File: config.mk
export PLATFORM = sky130hd
export DESIGN_NAME = best_fit_heap_allocator
export DESIGN_NICKNAME = d
export VERILOG_FILES = /design/src/bfha_pkg.sv /design/src/bfha_free_cell.sv /design/src/bfha_used_cell.sv /design/src/best_fit_heap_allocator.sv
export VERILOG_INCLUDE_DIRS = /design/src /design/src/src
export SDC_FILE = /design/constraint.sdc
export NUM_CORES = 2
export LEC_CHECK = 0
export BUFFER_PORTS_ARGS = -buffer_cell sky130_fd_sc_hd__buf_2
export CAP_MARGIN = 20
export CELL_PAD_IN_SITES_DETAIL_PLACEMENT = 1
export CELL_PAD_IN_SITES_GLOBAL_PLACEMENT = 1
export CORE_UTILIZATION = 41
export DETAILED_ROUTE_END_ITERATION = 10
export GPL_TIMING_DRIVEN = 0
export MAX_ROUTING_LAYER = met4
export PLACE_DENSITY_LB_ADDON = 0.1
export SYNTH_ARGS = -nofsm -noshare
export SYNTH_HDL_FRONTEND = slang
export SYNTH_HIERARCHICAL = 1
export SYNTH_SLANG_ARGS = --single-unit
export TNS_END_PERCENT = 5
File: constraint.sdc
create_clock -name clk -period 109.9 [get_ports clk]
set_input_delay 21.98 -clock clk [delete_from_list [all_inputs] [get_ports clk]]
set_output_delay 21.98 -clock clk [all_outputs]
set_load 0.01 [all_outputs]
File: src/best_fit_heap_allocator_macros.svh
// Assertion macros used by the allocator top module.
`ifndef BEST_FIT_HEAP_ALLOCATOR_MACROS_SVH
`define BEST_FIT_HEAP_ALLOCATOR_MACROS_SVH

// The condition holds at every clock edge outside reset.
`define BFHA_ASSERT_ALWAYS(lbl, expr) \
  lbl: assert property (@(posedge clk) disable iff (rst) (expr)) \
    else $error("check failed: lbl");

// The consequent holds in the cycle after the antecedent.
`define BFHA_ASSERT_NEXT(lbl, ante, cons) \
  lbl: assert property (@(posedge clk) disable iff (rst) (ante) |=> (cons)) \
    else $error("check failed: lbl");

`endif

File: src/bfha_pkg.sv
package bfha_pkg;

  localparam int ADDR_W = 16;
  localparam int LEN_W  = 17;

  typedef struct packed {
    logic [ADDR_W-1:0] start;
    logic [LEN_W-1:0]  len;
  } free_ent_t;

  typedef struct packed {
    logic              valid;
    logic [ADDR_W-1:0] start;
    logic [LEN_W-1:0]  len;
  } used_ent_t;

  typedef enum logic [1:0] {
    ST_OK      = 2'd0,
    ST_NOFIT   = 2'd1,
    ST_UNKNOWN = 2'd2,
    ST_FULL    = 2'd3
  } status_t;

  typedef enum logic {
    ACT_ALLOC   = 1'b0,
    ACT_RELEASE = 1'b1
  } action_t;

endpackage

File: src/bfha_free_cell.sv
module bfha_free_cell
  import bfha_pkg::*;
(
  input  logic      clk,
  input  logic      load,
  input  free_ent_t load_val,
  input  logic      en,
  input  free_ent_t d,
  output free_ent_t q
);

  free_ent_t ent;

  always_ff @(posedge clk) begin
    if (load) begin
      ent <= load_val;
    end else if (en) begin
      ent <= d;
    end
  end

  assign q = ent;

endmodule

File: src/bfha_used_cell.sv
module bfha_used_cell
  import bfha_pkg::*;
(
  input  logic      clk,
  input  logic      rst,
  input  logic      en,
  input  used_ent_t d,
  output used_ent_t q
);

  used_ent_t ent;

  always_ff @(posedge clk) begin
    if (rst) begin
      ent.valid <= 1'b0;
    end else if (en) begin
      ent.valid <= d.valid;
    end
    if (en) begin
      ent.start <= d.start;
      ent.len   <= d.len;
    end
  end

  assign q = ent;

endmodule

File: src/best_fit_heap_allocator.sv
// Channel   Direction  Contents
// s_*       in         request: tuser action, tdata request_bytes and release_offset
// m_*       out        result: tuser status, tdata payload_offset and free_bytes
//
// Both tables are rings of cells that rotate one entry per cycle past a controller while a lap runs.
// An allocate scans the free ring, decides, laps the used ring and rewrites the rings;
// a release laps the used ring, scans the free ring, decides and rewrites the rings;
// failed items finish earlier. A zero request goes straight to its result.
// Reset leaves one free block covering the heap and no used blocks.
// A stalled result holds the block only once the next request has finished.
`include "best_fit_heap_allocator_macros.svh"
module best_fit_heap_allocator
  import bfha_pkg::*;
#(
  parameter int HEAP_BYTES      = 65536,
  parameter int HEADER_BYTES    = 16,
  parameter int MAX_FREE_BLOCKS = 32,
  parameter int MAX_USED_BLOCKS = 32
) (
  input  logic        clk,
  input  logic        rst,
  input  logic        s_tvalid,
  output logic        s_tready,
  input  logic [31:0] s_tdata,  // request_bytes[15:0], release_offset[31:16]
  input  logic [0:0]  s_tuser,  // action[0]
  output logic        m_tvalid,
  input  logic        m_tready,
  output logic [39:0] m_tdata,  // payload_offset[15:0], free_bytes[32:16], zeros[39:33]
  output logic [1:0]  m_tuser   // status[1:0]
);

  localparam int NF    = MAX_FREE_BLOCKS;
  localparam int NU    = MAX_USED_BLOCKS;
  localparam int NMAX  = (NF > NU) ? NF : NU;
  localparam int IW    = $clog2(NMAX + 1);
  localparam int SW    = LEN_W + 1;
  localparam logic [SW-1:0] HDR = SW'(HEADER_BYTES);

  typedef enum logic [5:0] {
    S_IDLE   = 6'b000001,
    S_FSCAN  = 6'b000010,
    S_ULAP   = 6'b000100,
    S_DECIDE = 6'b001000,
    S_FWRITE = 6'b010000,
    S_DONE   = 6'b100000
  } state_t;

  state_t state;
  logic [IW-1:0] j;
  logic act;
  logic [ADDR_W-1:0] req, rel;
  logic [IW-1:0] count, count_pend;
  logic [LEN_W-1:0] free_bytes, fb_pend;
  status_t res_status;
  logic [ADDR_W-1:0] res_offset;

  free_ent_t fcell [NF];
  free_ent_t fpush, hold;
  used_ent_t ucell [NU];
  used_ent_t upush, unew;
  logic fen, uen, lap_end;

  logic found, pfound, prev_ok, ufound;
  free_ent_t best, prev, nxt;
  logic [IW-1:0] best_idx, pos, uidx;
  logic [ADDR_W-1:0] bstart;
  logic [LEN_W-1:0] blen;

  logic wr_en, del_en, ins_en;
  logic [IW-1:0] wr_idx, del_idx;
  free_ent_t wr_val;

  logic [SW-1:0] end_b, end_prev, rem;
  logic merge_next, merge_prev;
  logic [IW-1:0] pos_eff;

  assign fen = (state == S_FSCAN || state == S_FWRITE) && (j < IW'(NF));
  assign uen = (state == S_ULAP || state == S_FWRITE) && (j < IW'(NU));

  always_comb begin
    lap_end = 1'b0;
    unique case (state)
      S_FSCAN:  lap_end = (j == IW'(NF - 1));
      S_ULAP:   lap_end = (j == IW'(NU - 1));
      S_FWRITE: lap_end = (j == IW'(NMAX - 1));
      default:  lap_end = 1'b0;
    endcase
  end

  always_comb begin
    fpush = fcell[0];
    if (state == S_FWRITE) begin
      if (ins_en) begin
        if (j == wr_idx) begin
          fpush = wr_val;
        end else if (j > wr_idx) begin
          fpush = hold;
        end
      end else if (del_en && j >= del_idx) begin
        fpush = fcell[1];
      end else if (wr_en && j == wr_idx) begin
        fpush = wr_val;
      end
    end
  end

  always_comb begin
    upush = ucell[0];
    if (state == S_ULAP && act == ACT_ALLOC && !ufound && !ucell[0].valid) begin
      upush = unew;
    end else if (state == S_FWRITE && act == ACT_RELEASE && j == uidx) begin
      upush.valid = 1'b0;
    end
  end

  for (genvar i = 0; i < NF; i++) begin : g_free
    free_ent_t d;
    free_ent_t init;
    assign d    = (i == NF - 1) ? fpush : fcell[(i + 1) % NF];
    assign init = '{start: '0, len: LEN_W'(HEAP_BYTES - HEADER_BYTES)};
    bfha_free_cell u_cell (
      .clk      (clk),
      .load     (rst && (i == 0)),
      .load_val (init),
      .en       (fen),
      .d        (d),
      .q        (fcell[i])
    );
  end

  for (genvar i = 0; i < NU; i++) begin : g_used
    used_ent_t d;
    assign d = (i == NU - 1) ? upush : ucell[(i + 1) % NU];
    bfha_used_cell u_cell (
      .clk (clk),
      .rst (rst),
      .en  (uen),
      .d   (d),
      .q   (ucell[i])
    );
  end

  assign pos_eff    = pfound ? pos : count;
  assign end_b      = SW'(bstart) + HDR + SW'(blen);
  assign end_prev   = SW'(prev.start) + HDR + SW'(prev.len);
  assign merge_next = pfound && (end_b == SW'(nxt.start));
  assign merge_prev = prev_ok && (end_prev == SW'(bstart));
  assign rem        = SW'(best.len) - SW'(req);

  always_ff @(posedge clk) begin
    if (fen) begin
      hold <= fcell[0];
    end
  end

  always_ff @(posedge clk) begin
    if (rst) begin
      state      <= S_IDLE;
      j          <= '0;
      count      <= IW'(1);
      free_bytes <= LEN_W'(HEAP_BYTES - HEADER_BYTES);
      m_tvalid   <= 1'b0;
    end else begin
      if (m_tvalid && m_tready) begin
        m_tvalid <= 1'b0;
      end
      unique case (state)
        S_IDLE: begin
          if (s_tvalid) begin
            act        <= s_tuser[0];
            req        <= s_tdata[15:0];
            rel        <= s_tdata[31:16];
            j          <= '0;
            found      <= 1'b0;
            pfound     <= 1'b0;
            prev_ok    <= 1'b0;
            ufound     <= 1'b0;
            wr_en      <= 1'b0;
            del_en     <= 1'b0;
            ins_en     <= 1'b0;
            res_offset <= '0;
            res_status <= ST_OK;
            if (s_tuser[0] == ACT_RELEASE) begin
              state <= S_ULAP;
            end else if (s_tdata[15:0] == '0) begin
              res_status <= ST_NOFIT;
              state      <= S_DONE;
            end else begin
              state <= S_FSCAN;
            end
          end
        end
        S_FSCAN: begin
          if (j < count) begin
            if (act == ACT_ALLOC) begin
              if (fcell[0].len >= LEN_W'(req) && (!found || fcell[0].len < best.len)) begin
                found    <= 1'b1;
                best     <= fcell[0];
                best_idx <= j;
              end
            end else if (!pfound) begin
              if (fcell[0].start > bstart) begin
                pfound <= 1'b1;
                pos    <= j;
                nxt    <= fcell[0];
              end else begin
                prev    <= fcell[0];
                prev_ok <= 1'b1;
              end
            end
          end
          j <= lap_end ? '0 : j + IW'(1);
          if (lap_end) begin
            state <= S_DECIDE;
          end
        end
        S_ULAP: begin
          if (!ufound) begin
            if (act == ACT_ALLOC && !ucell[0].valid) begin
              ufound <= 1'b1;
            end else if (act == ACT_RELEASE && ucell[0].valid &&
                         (LEN_W'(ucell[0].start) + LEN_W'(HEADER_BYTES) == LEN_W'(rel))) begin
              ufound <= 1'b1;
              uidx   <= j;
              bstart <= ucell[0].start;
              blen   <= ucell[0].len;
            end
          end
          j <= lap_end ? '0 : j + IW'(1);
          if (lap_end) begin
            if (act == ACT_ALLOC) begin
              if (ufound || !ucell[0].valid) begin
                res_offset <= best.start + ADDR_W'(HEADER_BYTES);
                state      <= S_FWRITE;
              end else begin
                res_status <= ST_FULL;
                state      <= S_DONE;
              end
            end else if (ufound || (ucell[0].valid &&
                         (LEN_W'(ucell[0].start) + LEN_W'(HEADER_BYTES) == LEN_W'(rel)))) begin
              state <= S_FSCAN;
            end else begin
              res_status <= ST_UNKNOWN;
              state      <= S_DONE;
            end
          end
        end
        S_DECIDE: begin
          if (act == ACT_ALLOC) begin
            if (!found) begin
              res_status <= ST_NOFIT;
              state      <= S_DONE;
            end else begin
              unew.valid <= 1'b1;
              unew.start <= best.start;
              if (rem >= SW'(2 * HEADER_BYTES + 1)) begin
                wr_en        <= 1'b1;
                wr_idx       <= best_idx;
                wr_val.start <= ADDR_W'(SW'(best.start) + HDR + SW'(req));
                wr_val.len   <= LEN_W'(rem - HDR);
                unew.len     <= LEN_W'(req);
                fb_pend      <= LEN_W'(SW'(free_bytes) - SW'(req) - HDR);
                count_pend   <= count;
              end else begin
                del_en     <= 1'b1;
                del_idx    <= best_idx;
                unew.len   <= best.len;
                fb_pend    <= free_bytes - best.len;
                count_pend <= count - IW'(1);
              end
              state <= S_ULAP;
            end
          end else begin
            if (!merge_next && !merge_prev && count >= IW'(NF)) begin
              res_status <= ST_FULL;
              state      <= S_DONE;
            end else begin
              state <= S_FWRITE;
              wr_en <= 1'b1;
              if (merge_prev && merge_next) begin
                wr_idx       <= pos_eff - IW'(1);
                wr_val.start <= prev.start;
                wr_val.len   <= LEN_W'(end_b - SW'(bstart) + SW'(prev.len) + HDR + SW'(nxt.len));
                del_en       <= 1'b1;
                del_idx      <= pos_eff;
                fb_pend      <= LEN_W'(SW'(free_bytes) + SW'(blen) + HDR + HDR);
                count_pend   <= count - IW'(1);
              end else if (merge_prev) begin
                wr_idx       <= pos_eff - IW'(1);
                wr_val.start <= prev.start;
                wr_val.len   <= LEN_W'(SW'(prev.len) + HDR + SW'(blen));
                fb_pend      <= LEN_W'(SW'(free_bytes) + SW'(blen) + HDR);
                count_pend   <= count;
              end else if (merge_next) begin
                wr_idx       <= pos_eff;
                wr_val.start <= bstart;
                wr_val.len   <= LEN_W'(SW'(blen) + HDR + SW'(nxt.len));
                fb_pend      <= LEN_W'(SW'(free_bytes) + SW'(blen) + HDR);
                count_pend   <= count;
              end else begin
                ins_en       <= 1'b1;
                wr_idx       <= pos_eff;
                wr_val.start <= bstart;
                wr_val.len   <= blen;
                fb_pend      <= LEN_W'(SW'(free_bytes) + SW'(blen));
                count_pend   <= count + IW'(1);
              end
            end
          end
        end
        S_FWRITE: begin
          j <= lap_end ? '0 : j + IW'(1);
          if (lap_end) begin
            free_bytes <= fb_pend;
            count      <= count_pend;
            state      <= S_DONE;
          end
        end
        S_DONE: begin
          if (!m_tvalid || m_tready) begin
            m_tvalid <= 1'b1;
            m_tuser  <= res_status;
            m_tdata  <= {7'd0, free_bytes, res_offset};
            state    <= S_IDLE;
          end
        end
        default: state <= S_IDLE;
      endcase
    end
  end

  assign s_tready = (state == S_IDLE);

  `BFHA_ASSERT_ALWAYS(a_count_range, (count >= IW'(1) || free_bytes == '0) && count <= IW'(NF))
  `BFHA_ASSERT_ALWAYS(a_free_bound, free_bytes <= LEN_W'(HEAP_BYTES - HEADER_BYTES))
  `BFHA_ASSERT_NEXT(a_start, s_tvalid && s_tready, state == S_FSCAN || state == S_ULAP || state == S_DONE)
  `BFHA_ASSERT_NEXT(a_write_done, state == S_FWRITE && lap_end, state == S_DONE && count == $past(count_pend))

endmodule
## After elaboration in Yosys (flattened, before gate mapping)

Index checks and enable logic that the tools add are counted.

| storage, ports and cells | value |
|---|---|
| bits in latches | 0 |
| bits in registers | 2557 |
| output and inout bits | 44 |
| bits in read-only memories | 0 |
| logic and storage cells | 465 |
| memories kept | 0 |
| bits of input ports | 37 |
| bits in writable memories | 0 |

| cells by class | value |
|---|---|
| divide/modulo/power cells | 0 |
| eq/ne operators | 42 |
| reduce and logical (&&, ||, !) cells | 63 |
| add/sub/neg operators | 28 |
| order comparisons | 9 |
| shift-type cells | 0 |
| $mul | 0 |
| multiplexer cells | 116 |
| bitwise logic cells | 6 |

Operator list:

| operator | count |
|---|---|
| $mux W33 | 13 |
| $mux W6 | 34 |
| $mux W17 | 8 |
| $add A17 B17 Y17 | 5 |
| $add A17 B5 Y17 const B | 5 |
| $mux W16 | 5 |
| $add A16 B5 Y17 const B | 3 |
| $mux W1 | 37 |
| $add A17 B17 Y18 | 2 |
| $eq A18 B16 Y1 | 2 |
| $pmux W6 S6 | 1 |
| $reduce_and A6 Y1 | 6 |
| $ne A2 B2 Y1 const B | 17 |
| $sub A17 B16 Y17 | 2 |
| $sub A17 B5 Y17 const B | 2 |
| $add A16 B5 Y16 const B | 2 |
| $pmux W16 S2 | 1 |
| $ne A3 B3 Y1 const B | 9 |
| $reduce_and A5 Y1 | 5 |
| $logic_and A1 B1 Y1 | 20 |
| $ge A18 B6 Y1 const B | 1 |
| $sub A17 B16 Y18 | 1 |
| $eq A17 B16 Y1 | 1 |
| $ge A17 B16 Y1 | 1 |
| 35 further kinds | 81 |

## Depth between registers and ports, before layout

| logic depth | value |
|---|---|
| word-level depth | 10 |
| gate-level depth with buffers | 22 |
| depth with buffers taken out | 22 |

## Hierarchy

Netlist, hierarchy kept.

By module, submodules not included:

| module | sequential area each (um2) | area each (um2) | times used | cells each |
|---|---|---|---|---|
| bfha_free_cell | 991.0 | 1549.0 | 32 | 71 |
| bfha_used_cell | 1011.0 | 1024.7 | 32 | 36 |
| best_fit_heap_allocator | 12041.5 | 30957.2 | 1 | 3195 |

## Worst setup path before layout

OpenSTA, ideal clock, no wires.

| timing path | value |
|---|---|
| path type | flip-flop to flip-flop |
| from | reg state[0] |
| to | reg g_used[0].u_cell.ent (netlist bit g_used[0].u_cell/q[33]) |
| clock period less this slack | 57.333 ns |
| data required time | 109.718 ns |
| path buffers | 3 |
| library setup time | 0.182 ns |
| stages on the path, launching flop included | 9 |
| slack | 52.567 ns |
| data arrival time | 57.152 ns |
| cells stage by stage | dfxtp_1 > nor4_1 > nand3b_1 > clkbuf_1 > clkbuf_1 > clkbuf_1 > a21oi_1 > mux2i_1 > nor2_1 |

| on the way | value |
|---|---|
| word-level cells in the longest chain between the ends | 3 |
| elaborated cells on any way between the ends | 4 |
| classes of those cells | eq/ne (2); reduce/logical (2) |

RTL lines:

| element | RTL line | text |
|---|---|---|
| start: declaration | best_fit_heap_allocator.sv:48 | `state_t state;` |
| start signal: assignment | best_fit_heap_allocator.sv:158 | `state <= S_IDLE;` |
| start signal: assignment | best_fit_heap_allocator.sv:184 | `state <= S_ULAP;` |
| start signal: assignment | best_fit_heap_allocator.sv:187 | `state <= S_DONE;` |
| $eq A6 B3 Y1 / $eq A6 B5 Y1 (equally long branches) | best_fit_heap_allocator.sv:78 | `assign uen = (state == S_ULAP \|\| state == S_FWRITE) && (j < IW'(NU));` |
| $logic_or A1 B1 Y1 (*) | best_fit_heap_allocator.sv:78 |  |
| $logic_and A1 B1 Y1 (*) | best_fit_heap_allocator.sv:78 |  |
| named net uen | best_fit_heap_allocator.sv:61 | `logic fen, uen, lap_end;` |
| end: declaration | bfha_used_cell.sv:11 | `used_ent_t ent;` |

The timed path passes the listed nets; every way through them passes the cells marked *.
A chain may end at the register's enable or synchronous reset.

## Worst setup path in the final report

| timing path | value |
|---|---|
| from | reg state[3] |
| to | out s_tready |

| on the way | value |
|---|---|
| word-level cells in the longest chain between the ends | 1 |

RTL lines:

| element | RTL line | text |
|---|---|---|
| $eq A6 B1 Y1 | best_fit_heap_allocator.sv:332 | `assign s_tready = (state == S_IDLE);` |
| end: declaration | best_fit_heap_allocator.sv:23 | `output logic s_tready,` |

Every way passes these cells.

==> reports/qor.csv <==
stage,metric,value,unit
layout,fraction of layout instances using a drive strength above 1,22.4,%
global_route,vias in the first global route,61744,
layout,Fillers,26715,
yosys,cells after synthesis,6619,
clock_tree,Hold Buf Count CTS,0,
yosys,synth unique cells,94,
power_and_ir_drop,VDD IR max,12.7,µV
clock_tree,Clock Path Buffers,4,
worst_hold_path,Min-Delay Path Depth,0,
yosys,Avg Synthesized Cell Area,17.1,µm²
setup_path,Worst setup SP type,register,
timing,hold_ws,379,ps
clock_tree,Clock transition at path regs,60,ps
detailed_routing,DR WL/cell,22.7,µm
floorplanning,Initial Util,41.3,%
global_route,global route overflow,0,
setup_path,Worst Path Max Fanout,9,
placement,RePlAce Congestion,0.924,
floorplanning,Placeable Area,274000,µm²
setup_path,critical path data arrival time,2680,ps
timing,fin crit period,24660,ps
global_route,GRT Resource Usage Total,20.2,%
timing,relative slew slack,18.3,%
clock_tree,Worst-Skew Late Latency,910,ps
timing,Tcrit/Tclk final,22.4,%
clock_tree,CTS-repair resized insts,0,
yosys,synth warn,6,
timing,clk_skew,62.5,ps
yosys,Yosys reg bits,2557,
yosys,"Seq/Total Area, Yosys",67.2,%
setup_path,CP top delay family,simple AND/OR/NAND/NOR gates,
global_route,pin count of the biggest net entering global routing,38,
outcome,outcome,completed,
timing,Setup-failing EPs final,0,
placement,HPWL Detailed,199000,µm
setup_path,Stages on worst setup path,4,
setup_path,"Worst Path Class, Setup",reg2out,
setup_path,Crit. End Element,output pin,
setup_path,Reg2Reg Depth,16,
worst_hold_path,Worst Hold Class,reg2reg,
detailed_routing,drt pass-1 iters,5,
layout,area grow syn2layout,17.6,%
setup_path,Critical Path RT,87920,ps
setup_path,Buf/Inv on CP,2,
floorplanning,Die X-Extent,528,µm
floorplanning,I/O pin count,81,
global_route,first-pass GRT wire length,405000,µm
yosys,largest cells by area after synthesis,"edfxtp_1 (66%), mux2_4 (12%), ha_1 (3.8%), buf_12 (1.7%), mux2_2 (1.7%)",
clock_tree,H-tree depth,5,
clock_tree,CTS root buffer,clkbuf_16,
timing,f_max,40.6,MHz
clock_tree,CTS tree,yes,
detailed_routing,total wire length,274000,µm
yosys,Post-synth top flop,edfxtp_1,
clock_tree,sinks on the clock net,2557,
setup_path,CP max-delay cell,nor4_1,
layout,"commonest non-fill, non-tap cell in the layout",edfxtp_1,
floorplanning,DIE AREA,278000,µm²
setup_path,CP max stage delay,420,ps
global_route,initial antenna violation count,21,
yosys,ys async rst share,0,%
floorplanning,row count,192,
layout,Final nets,8603,
yosys,Post-synth EDFFs,2489,
power_and_ir_drop,leakage power,0.0512,µW
clock_tree,Post-CTS Repair Setup Buffers,0,
placement,# port buffers,73,
timing,Hold Fails Final Rpt,0,
yosys,area fraction of the dominant cell type after synthesis,66.0,%
timing,RSZ-0062 raised after global routing,false,
timing,worst slew pin tran,1230,ps
flow_run,max-cap viol count,0,
clock_tree,CTS Buf Count,288,
detailed_routing,Remaining DRCs,0,
yosys,Synth area leader,edfxtp_1,
power_and_ir_drop,PwrDens,17.6,nW/µm²
timing,setup TNS,0,ps
floorplanning,die height,528,µm
setup_path,worst-path cell chain,nor4_1 > nand3b_1 > inv_1 > buf_2,
detailed_routing,Vias/cell,4.89,
detailed_routing,DR iter-0 viols,3767,
yosys,mapped cell area,113000,µm²
layout,most frequent cells in the layout,"edfxtp_1 (2489), conb_1 (1094), mux2_4 (928)",
detailed_routing,DRT antenna net count,0,
timing,"Slew Viols, Final",0,
detailed_routing,vias,59140,
[layer usage]
layer	GRT usage, %	vias up	part of all wire [%]	wire [µm]
li1	-	27317	-	-
met1	25.9	30330	44	121000
met2	33.3	1067	49	134000
met3	2.43	426	3.8	10300
met4	6.42	0	3.3	9170
met5	-	-	0	0
[kinds of logic (layout without fill, tap and decap cells)]
logic type               after synthesis  in the layout  synth area share (%)
flip-flops                          2557           2557                  67.2
multiplexers                        1189           1189                  14.8
AND/OR/NAND/NOR                      993            993                  4.13
other                                  2           1097               0.00663
XOR/XNOR                             229            229                  1.83
buffers and inverters                490           1182                  3.26
AO/OA/AOI/OAI                        773            773                  4.30
adder cells (fa/ha/maj)              386            386                  4.52
[state kept, by name (all words and copies together) (netlist names), 17 cells and up]
name,flops
g_used.u_cell/q,1088
g_free.u_cell/q,1056
best,33
hold,33
m_tdata,33
nxt,33
prev,33
unew,33
wr_val,33
blen,17
fb_pend,17
free_bytes,17
[synthesized netlist by cell type, types with 7 or more instances]
cell / count
edfxtp_1: 2489
mux2_4: 928
ha_1: 345
nand2_1: 293
nor2_1: 279
a21oi_1: 243
inv_1: 236
o21ai_0: 197
mux2_2: 167
xnor2_1: 141
nand3_1: 103
buf_12: 96
clkbuf_1: 95
mux2i_1: 93
xor2_1: 83
a21o_1: 68
dfxtp_1: 68
nor3_1: 60
fa_1: 40
a311oi_1: 35
buf_6: 34
nor2b_1: 34
or2_1: 32
nand2b_1: 28
nand4_1: 27
a211oi_1: 26
nor4_1: 26
o21bai_1: 22
a211o_1: 20
or3_1: 19
and3_1: 18
o211ai_1: 17
o21a_1: 16
or2_2: 16
a31oi_1: 15
nor3b_1: 12
o21ai_1: 12
and2_1: 11
buf_1: 11
nand3b_1: 11
a2111oi_0: 9
buf_2: 9
buf_4: 8
o22ai_1: 7
[layout make-up]
| class | count | area [µm²] | share of cell area, % |
|---|---|---|---|
| sequential | 2557 | 76100 | 57.1 |
| multi-input combinational | 4664 | 37700 | 28.3 |
| clock buffer | 352 | 7570 | 5.68 |
| inverter | 237 | 890 | 0.667 |
| antenna | 3 | 7.51 | 0.00563 |
| buffer | 253 | 2810 | 2.11 |
| timing repair buffer | 180 | 2220 | 1.67 |
| tap | 3686 | 4610 | 3.46 |
| clock inverter | 160 | 1360 | 1.02 |
[through the flow]
step                setup WS [ps]  utilization, %  total power [µW]  area, µm²  std cells
floorplan                   52570               -              1440     117000       7711
finish                      85240            48.6              2350     133000      12092
global placement            33500            44.6              1540     122000      11470
global route                85090            48.6              2440     133000      12092
CTS                         85160            48.6              2380     133000      12088
detailed placement          84620            45.3              1450     124000      11576
[worst paths after layout]
| check | slack (ps) | to | from |
|---|---|---|---|
| worst min register to register | 380 | g_used[21].u_cell/q[17]$_DFFE_PP_ | g_used[22].u_cell/q[17]$_DFFE_PP_ |
| worst min-delay path | 380 | g_used[21].u_cell/q[17]$_DFFE_PP_ | g_used[22].u_cell/q[17]$_DFFE_PP_ |
| worst max register to register | 102880 | wr_val[2]$_DFFE_PP_ | prev[1]$_DFFE_PP_ |
| worst max-delay path | 85240 | s_tready | state[3]$_SDFFE_PP0P_ |
[where the power goes]
part | internal (µW) | switching, µW | total, µW
sequential | 1170 | 37.9 | 1210
clock | 524 | 392 | 916
combinational | 104 | 120 | 225
total | 1800 | 550 | 2350
Power figures use the tool's default switching activity.
